### config.mk
export PLATFORM = sky130hd
export DESIGN_NAME = lba_out_reg
export DESIGN_NICKNAME = d
export VERILOG_FILES = /design/src/rtl/lba_pkg.sv /design/src/rtl/lba_out_reg.sv
export SDC_FILE = /design/constraint.sdc
export NUM_CORES = 1
export LEC_CHECK = 0
export ABC_AREA = 0
export BUFFER_PORTS_ARGS = -buffer_cell sky130_fd_sc_hd__buf_2
export CORE_ASPECT_RATIO = 1.1
export CORE_MARGIN = 10
export CORE_UTILIZATION = 41
export CTS_BUF_LIST = sky130_fd_sc_hd__clkbuf_16
export DETAILED_ROUTE_END_ITERATION = 16
export GPL_ROUTABILITY_DRIVEN = 0
export PLACE_DENSITY = 0.77
export SLEW_MARGIN = 5
export SYNTH_ARGS = -nofsm -noshare
export SYNTH_HDL_FRONTEND = slang
export SYNTH_SLANG_ARGS = --single-unit
### constraint.sdc
create_clock -name clk_i -period 1.5 [get_ports clk_i]
set_input_delay 0.225 -clock clk_i [delete_from_list [all_inputs] [get_ports clk_i]]
set_output_delay 0.225 -clock clk_i [all_outputs]
set_load 0.02 [all_outputs]
### src/rtl/lba_pkg.sv
package lba_pkg;

  localparam int unsigned BLK_W = 10;
  localparam int unsigned CNT_W = 11;
  localparam int unsigned REF_W = 16;
  localparam int unsigned KEY_W = 256;

  typedef enum logic [3:0] {
    CMD_INIT   = 4'd0,
    CMD_ALLOC  = 4'd1,
    CMD_FREE   = 4'd2,
    CMD_REG    = 4'd3,
    CMD_ASPEC  = 4'd4,
    CMD_TOUCH  = 4'd5,
    CMD_SETK   = 4'd6,
    CMD_CLRK   = 4'd7,
    CMD_FIND   = 4'd8,
    CMD_EVICT  = 4'd9
  } cmd_e;

  localparam logic [1:0] STAT_OK   = 2'd0;
  localparam logic [1:0] STAT_MISS = 2'd1;
  localparam logic [1:0] STAT_REJ  = 2'd2;

  typedef enum logic [3:0] {
    ST_INIT,
    ST_IDLE,
    ST_DISP,
    ST_EXEC,
    ST_A_RD,
    ST_A_WR,
    ST_B_RD,
    ST_B_WR,
    ST_T_RD,
    ST_T_WR,
    ST_SC_RD,
    ST_SC_CMP,
    ST_WB,
    ST_EV_RD,
    ST_EV_OUT,
    ST_RESP
  } state_e;

  // per-block record in the metadata memory
  typedef struct packed {
    logic [REF_W-1:0] refcnt;
    logic             queued;
    logic             kv;
    logic             it;
    logic [BLK_W-1:0] prev;
    logic [BLK_W-1:0] next;
  } meta_t;

  // one result beat
  typedef struct packed {
    logic [BLK_W-1:0] blk;
    logic [1:0]       status;
    logic [CNT_W-1:0] free;
    logic             last;
  } beat_t;

endpackage

### src/rtl/lba_out_reg.sv
module lba_out_reg
  import lba_pkg::*;
(
  input  logic  clk_i,
  input  logic  rst_ni,
  input  logic  load_i,
  input  beat_t beat_i,
  input  logic  ready_i,
  output logic  valid_o,
  output beat_t beat_o,
  output logic  free_o
);

  logic  valid_q;
  beat_t beat_q;

  assign free_o  = !valid_q || ready_i;
  assign valid_o = valid_q;
  assign beat_o  = beat_q;

  always_ff @(posedge clk_i or negedge rst_ni) begin
    if (!rst_ni) begin
      valid_q <= 1'b0;
    end else if (load_i) begin
      valid_q <= 1'b1;
    end else if (ready_i) begin
      valid_q <= 1'b0;
    end
  end

  always_ff @(posedge clk_i) begin
    if (load_i) begin
      beat_q <= beat_i;
    end
  end

endmodule

## Word level (Yosys, flattened, before mapping)

Cells that the tools add are included.

| word-level totals | value |
|---|---|
| logic and storage cells | 10 |
| bits in latches | 0 |
| register bits | 25 |
| output and inout port bits | 26 |
| RAM bits | 0 |
| memories | 0 |
| input bits | 28 |
| bits in read-only memories | 0 |

| cells by class | value |
|---|---|
| shifts and indexed selects | 0 |
| order comparisons | 0 |
| add/sub/neg operators | 0 |
| muxes and demuxes | 2 |
| div/mod/pow operators | 0 |
| equality and inequality tests | 0 |
| reductions and logical operators | 3 |
| bitwise operators | 0 |
| multipliers | 0 |

Operators with widths:

| cell | number |
|---|---|
| $mux 1 | 2 |
| $reduce_bool 2->1 | 1 |
| $logic_not 1->1 | 1 |
| $logic_or 1x1->1 | 1 |

## Depth between registers and ports, before layout

Gate-level depths: netlist of the first run.

| depth | value |
|---|---|
| depth after elaboration | 2 |
| depth in mapped cells | 2 |
| depth with buffers taken out | 2 |

## Worst setup path after synthesis of the first run

OpenSTA, ideal clock, no wires.

| timing path | value |
|---|---|
| kind | reg-to-output |
| start point | register valid_q, in the netlist valid_o |
| end point | output free_o |
| setup slack | 679 ps |
| data arrival time | 596 ps |
| buffers on the path | 0 |
| stages on the path, launching flop included | 2 |
| data required time | 1275 ps |
| path through | dfrtp_1 -> nand2b_4 |

| on the way | value |
|---|---|
| longest elaborated chain between the ends | 2 |

RTL lines:

| what | RTL line | source |
|---|---|---|
| from (decl) | lba_out_reg.sv:14 | `logic valid_q;` |
| from (signal assigned) | lba_out_reg.sv:23 | `valid_q <= 1'b0;` |
| from (signal assigned) | lba_out_reg.sv:25 | `valid_q <= 1'b1;` |
| from (signal assigned) | lba_out_reg.sv:27 | `valid_q <= 1'b0;` |
| $logic_not 1->1 | lba_out_reg.sv:17 | `assign free_o = !valid_q \|\| ready_i;` |
| $logic_or 1x1->1 | lba_out_reg.sv:17 |  |
| to (decl) | lba_out_reg.sv:11 | `output logic free_o` |

Every way passes these cells.

## Worst setup path after layout of the first run

Same ends and word-level chain as after synthesis.

==> run_results.csv, run 1 <==
group,metric,value,unit
setup_path,slowest_stage,"dfrtp_1",
drt,wl_per_cell,16.5,microns
floorplanning,dieHeight,65.4,microns
power_and_ir_drop,power_switching,0.000329,W
global_route,grt_pass1_vias,506,
sta,skew,0,ns
logic_synthesis,ys_seq_area_share,97.1,%
clock_tree,cts_tree,"yes",
setup_path,crit_cells,2,
power_and_ir_drop,swShare,20.9,%
logic_synthesis,synth_cell_types,4,
clock_tree,htree_levels,1,
final_layout,area_growth,49.2,%
sta,setup_ws,0.378,ns
setup_path,end_kind,"primary output",
clock_tree,post_cts_buffers,0,
power_and_ir_drop,vdd_drop_max,0.753,mV
floorplanning,pin_count,54,
final_layout,nets,114,
floorplanning,start_util,43.1,%
final_layout,drive_above_1_share,69.4,%
floorplanning,die_width,61.3,microns
global_route,grt_max_degree,26,
drt,vias,462,
floorplanning,fp.coreArea,1780,sq um
logic_synthesis,ys_seq_elements,25,
outcome,status,"finished, final reports clean",
setup_path,reg2reg_slack,0.85,ns
global_route,antenna_found_initial,0,
logic_synthesis,syn_area_per_cell,28.5,sq um
clock_tree,cts_buffers,3,
setup_path,cp-endpoint,"free_o",
sta,slew_headroom,66.0,%
sta,finalHoldViolCount,0,
setup_path,crit_fanout,2,
logic_synthesis,ys_warn_count,0,
power_and_ir_drop,p_int,0.00125,W
drt,initialDrtViolationCount,9,
power_and_ir_drop,power_density,1380,nW/um^2
drt,drc,0,
setup_path,worstPathArrival,0.90,ns
floorplanning,dieArea,4010,sq um
power_and_ir_drop,p_leak,0.510,nW
logic_synthesis,syn_nets,55,
setup_path,path_delay_family,"flip-flops",
clock_tree,cts-root-buf,"clkbuf_16",
clock_tree,clk_pin_slew,0.06,ns
drt,viasPerCell,4.49,
global_route,track_usage,8.25,%
clock_tree,clock_latency,0.25,ns
setup_path,cp_cell_sequence,"nand2b_4, buf_2",
logic_synthesis,synth_area,768,sq um
sta,max_freq,891,MHz
drt,routed_wl,1.70,mm
min_path,worstHoldStart,"beat_i[11]",
setup_path,rr_startpoint,"valid_o",
setup_path,crit_path_start,"valid_o",
sta,worst_pin_slew,0.509,ns
logic_synthesis,synthCells,27,
setup_path,path_buf_inv,1,
min_path,min_path_type,"in2reg",
setup_path,slowest_delay,0.41,ns
clock_tree,cts_resized,0,
final_layout,diodes,0,
place,pre_cts_slack,0.462,ns
sta,fin_tns_setup,0,ns
setup_path,worst_ep_required_time,1.27,ns
sta,final-setup-viol-count,0,
clock_tree,clock_sinks,25,
final_layout,fill_cells,132,
setup_path,critical_path_class,"reg2out",
setup_path,start_kind,"flop",
power_and_ir_drop,pwr-share-seq,53.1,%
global_route,grt_pass1_wl,2.42,mm
sta,maxSlewViolCount,0,
sta,period_needed,1.12,ns
clock_tree,clock_path_buffers,2,
power_and_ir_drop,p_comb_share,11.5,%
floorplanning,rows,16,
global_route,grt.overflow.total,0,
place,io_buffers,53,
sta,rsz0062_at_grt,"no",
setup_path,worst-r2r-cell-count,2,
power_and_ir_drop,p_clk_share,35.4,%
drt,first_pass_iters,2,
setup_path,timing.rr.end,"valid_o",
drt,postRouteAntennaNets,0,
run,maxCapViolCount,0,
sta,timing.final.crit_share,74.8,%
## worst reg2reg max path: cells and delay by family, from the launching register on
kind | cells | cell delay [ns]
AND/OR/NAND/NOR | 2 | 0.13
flip-flops | 1 | 0.41
## what timing repair did
action	CTS	global route
endpoints found under the hold margin	1	0
endpoints found under the setup margin	0	0
hold buffers	1	0
## per-stage QoR
step | cell area, sq um | hold WS, ns | cells | util, % | power [W]
after floorplan | 768 | -0.0706 | 27 | - | 0.000936
after global placement | 1060 | -0.000284 | 98 | 59.3 | 0.00103
after detailed placement | 1060 | 0.00663 | 98 | 59.3 | 0.00104
after CTS | 1150 | 0.145 | 103 | 64.3 | 0.00160
after global routing | 1150 | 0.137 | 103 | 64.3 | 0.00165
final | 1150 | 0.146 | 103 | 64.3 | 0.00158
## state kept, by name (all words and copies together), names as in the netlist
name     count
beat_o      24
valid_o      1
## worst min-delay path by stage
stage                      end  slack [ns]  depth (start not counted)
finish              beat_o[11]        0.15                          1
global route        beat_o[10]        0.14                          1
CTS                  beat_o[2]        0.14                          1
detailed placement     valid_o       0.007                          1
global placement       valid_o     -0.0003                          1
floorplan              valid_o       -0.07                          0
## placed cells by master, fill, tap and decap left out
| cell | n |
|---|---|
| nand2b_2 | 1 |
| dfrtp_1 | 1 |
| clkinv_2 | 1 |
| nand2b_4 | 1 |
| edfxtp_1 | 24 |
| clkbuf_16 | 3 |
| buf_2 | 53 |
| dlygate4sd3_1 | 1 |
## layout make-up
class                           count  area [sq um]  area share [%]
Clock buffer                        3          75.1            6.55
Multi-Input combinational cell      2          22.5            1.97
Tap cell                           18          22.5            1.97
Timing Repair Buffer               54           275            24.0
Sequential cell                    25           746            65.1
Clock inverter                      1          5.00           0.437
## cell families after synthesis
kind of cell,share of synthesized area [%]
flip-flops,97.1
AND/OR/NAND/NOR,2.93
## layer usage
metal | GRT usage, % | wire length [microns]
met5 | 0 | 0
met4 | 2.57 | 0
met2 | 12.8 | 809
met3 | 6.15 | 322
met1 | 8.37 | 569
## synth_stat cells, drive strengths merged
cell	number	area, sq um
edfxtp	24	721
nand2b	2	22.5
dfrtp	1	25.0
## power groups by stage
stage	Sequential, W	Combinational, W	Clock (W)
floorplan	0.000929	0.00000770	0
global placement	0.000851	0.000180	0
detailed placement	0.000854	0.000183	0
CTS	0.000841	0.000185	0.000572
global route	0.000845	0.000193	0.000610
finish	0.000839	0.000181	0.000559
Note: power is estimated with default switching activity, not from simulation.
==> inputs of run 2 (changes only) <==
- CORE_UTILIZATION: 41 -> 35
- PLACE_DENSITY: 0.77 -> 0.7
- clock period: 1.5 -> 0.9 ns (I/O delays scaled with it)
==> run_results.csv, run 2 (synthesis gave the netlist of run 1 again) <==
group,metric,value,unit
drt,postRouteAntennaNets,0,
power_and_ir_drop,p_leak,0.572,nW
sta,worst_pin_slew,0.130,ns
final_layout,final_cell_area,1320,sq um
setup_path,cp_cell_sequence,"nand2b_4, buf_6",
place,io_buffers,53,
power_and_ir_drop,power_density,2080,nW/um^2
setup_path,critical_path_class,"reg2out",
drt,viasPerCell,4.19,
place,dp_cells,109,
min_path,min_path_type,"in2reg",
floorplanning,die_width,64.7,microns
global_route,track_usage,7.17,%
sta,whs,0.0546,ns
final_layout,fill_cells,156,
final_layout,area_growth,71.5,%
setup_path,worstPathArrival,0.86,ns
clock_tree,clock_path_buffers,2,
final_layout,diodes,0,
setup_path,slowest_delay,0.41,ns
clock_tree,htree_levels,1,
final_layout,multi_input_area,22.5,sq um
drt,initialDrtViolationCount,5,
outcome,status,"complete, but fails checks",
final_layout,final_common_cell,"buf_2",
clock_tree,cts-root-buf,"clkbuf_16",
setup_path,worst_ep_required_time,0.76,ns
drt,vias,486,
final_layout,drive_above_1_share,69.3,%
clock_tree,cts_buffers,3,
setup_path,end_kind,"primary output",
drt,drc,0,
sta,maxSlewViolCount,0,
sta,fin_tns_setup,-0.366,ns
clock_tree,clk_pin_slew,0.06,ns
sta,timing.final.crit_share,111,%
setup_path,start_kind,"flop",
setup_path,crit_fanout,2,
floorplanning,dieHeight,69.1,microns
sta,setup_ws,-0.0954,ns
sta,slew_headroom,91.3,%
final_layout,final_cell_mix,"buf_2, edfxtp_1, buf_6",
global_route,grt.overflow.total,0,
sta,period_needed,0.995,ns
sta,rsz0062_at_grt,"yes",
global_route,grt_pass1_wl,2.55,mm
global_route,grt_pass1_vias,578,
final_layout,instances_no_fill,116,
drt,wl_per_cell,15.5,microns
setup_path,slowest_stage,"dfrtp_1",
sta,finalHoldViolCount,0,
global_route,antenna_found_initial,0,
floorplanning,fp.coreArea,2040,sq um
floorplanning,start_util,37.6,%
floorplanning,rows,17,
run,maxCapViolCount,0,
clock_tree,clock_latency,0.25,ns
final_layout,largest_register_ffs,24,
global_route,grt_max_degree,26,
final_layout,utilization,64.5,%
final_layout,area.sequential,746,sq um
floorplanning,dieArea,4470,sq um
final_layout,nets,117,
clock_tree,clock_sinks,25,
floorplanning,pin_count,54,
outcome,violations,"negative setup slack",
sta,max_freq,1000,MHz
drt,routed_wl,1.80,mm
drt,first_pass_iters,2,
sta,skew,0,ns
power_and_ir_drop,vdd_drop_max,1.37,mV
sta,final-setup-viol-count,21,
clock_tree,cts_tree,"yes",
place,post_dp_cell_area,1090,sq um
run 2: where the power goes:
part,internal (W),switching (W)
clock network,0.000591,0.000333
registers,0.00138,0.0000378
logic,0.000205,0.000198
total,0.00218,0.000569
run 2: repair_timing:
item,4_1_cts,5_1_grt
resized for setup,14,26
endpoints found under the setup margin,24,26
endpoints found under the hold margin,1,0
buffers inserted,1,1
hold buffers,1,0
run 2: cell type report:
class                   instances  area share [%]
flip-flops and latches         25            56.6
clock inverters                 1           0.285
clock buffers                   3            5.70
repair buffers                 57            33.0
well taps                      28            2.66
multi-input cells               2            1.71
run 2: critical path: cells and delay by family, from the launching register on:
family / cells / cell delay, ns
flip-flops: 1 / 0.41
buffers and inverters: 1 / 0.11
AND/OR/NAND/NOR: 1 / 0.09
run 2: worst paths after layout:
path	startpoint	end	slack, ns	cells past startpoint
setup / recovery	valid_o	free_o	-0.1	2
hold / removal	beat_i[17]	beat_o[17]	0.05	1
setup reg to reg	valid_o	valid_o	0.06	4
hold reg to reg	valid_o	valid_o	0.76	4
max in group asynchronous	rst_ni	valid_o	0.63	2
min in group asynchronous	rst_ni	valid_o	0.18	2
run 2: routing by layer:
layer / vias to the layer above / global-route usage (%) / share of wire [%] / wire [microns]
met5: - / 0 / 0 / 0
met4: 0 / 2.12 / 0 / 0
met3: 0 / 6.76 / 15 / 278
met2: 34 / 12.2 / 50 / 897
met1: 224 / 5.60 / 34 / 619
li1: 228 / - / - / -
run 2: through the flow:
step / power [W] / setup WS [ns]
after detailed placement: 0.00174 / 0.130
after floorplan: 0.00156 / 0.128
after CTS: 0.00269 / -0.0933
after global placement: 0.00173 / 0.149
after global routing: 0.00284 / -0.117
final: 0.00274 / -0.0954
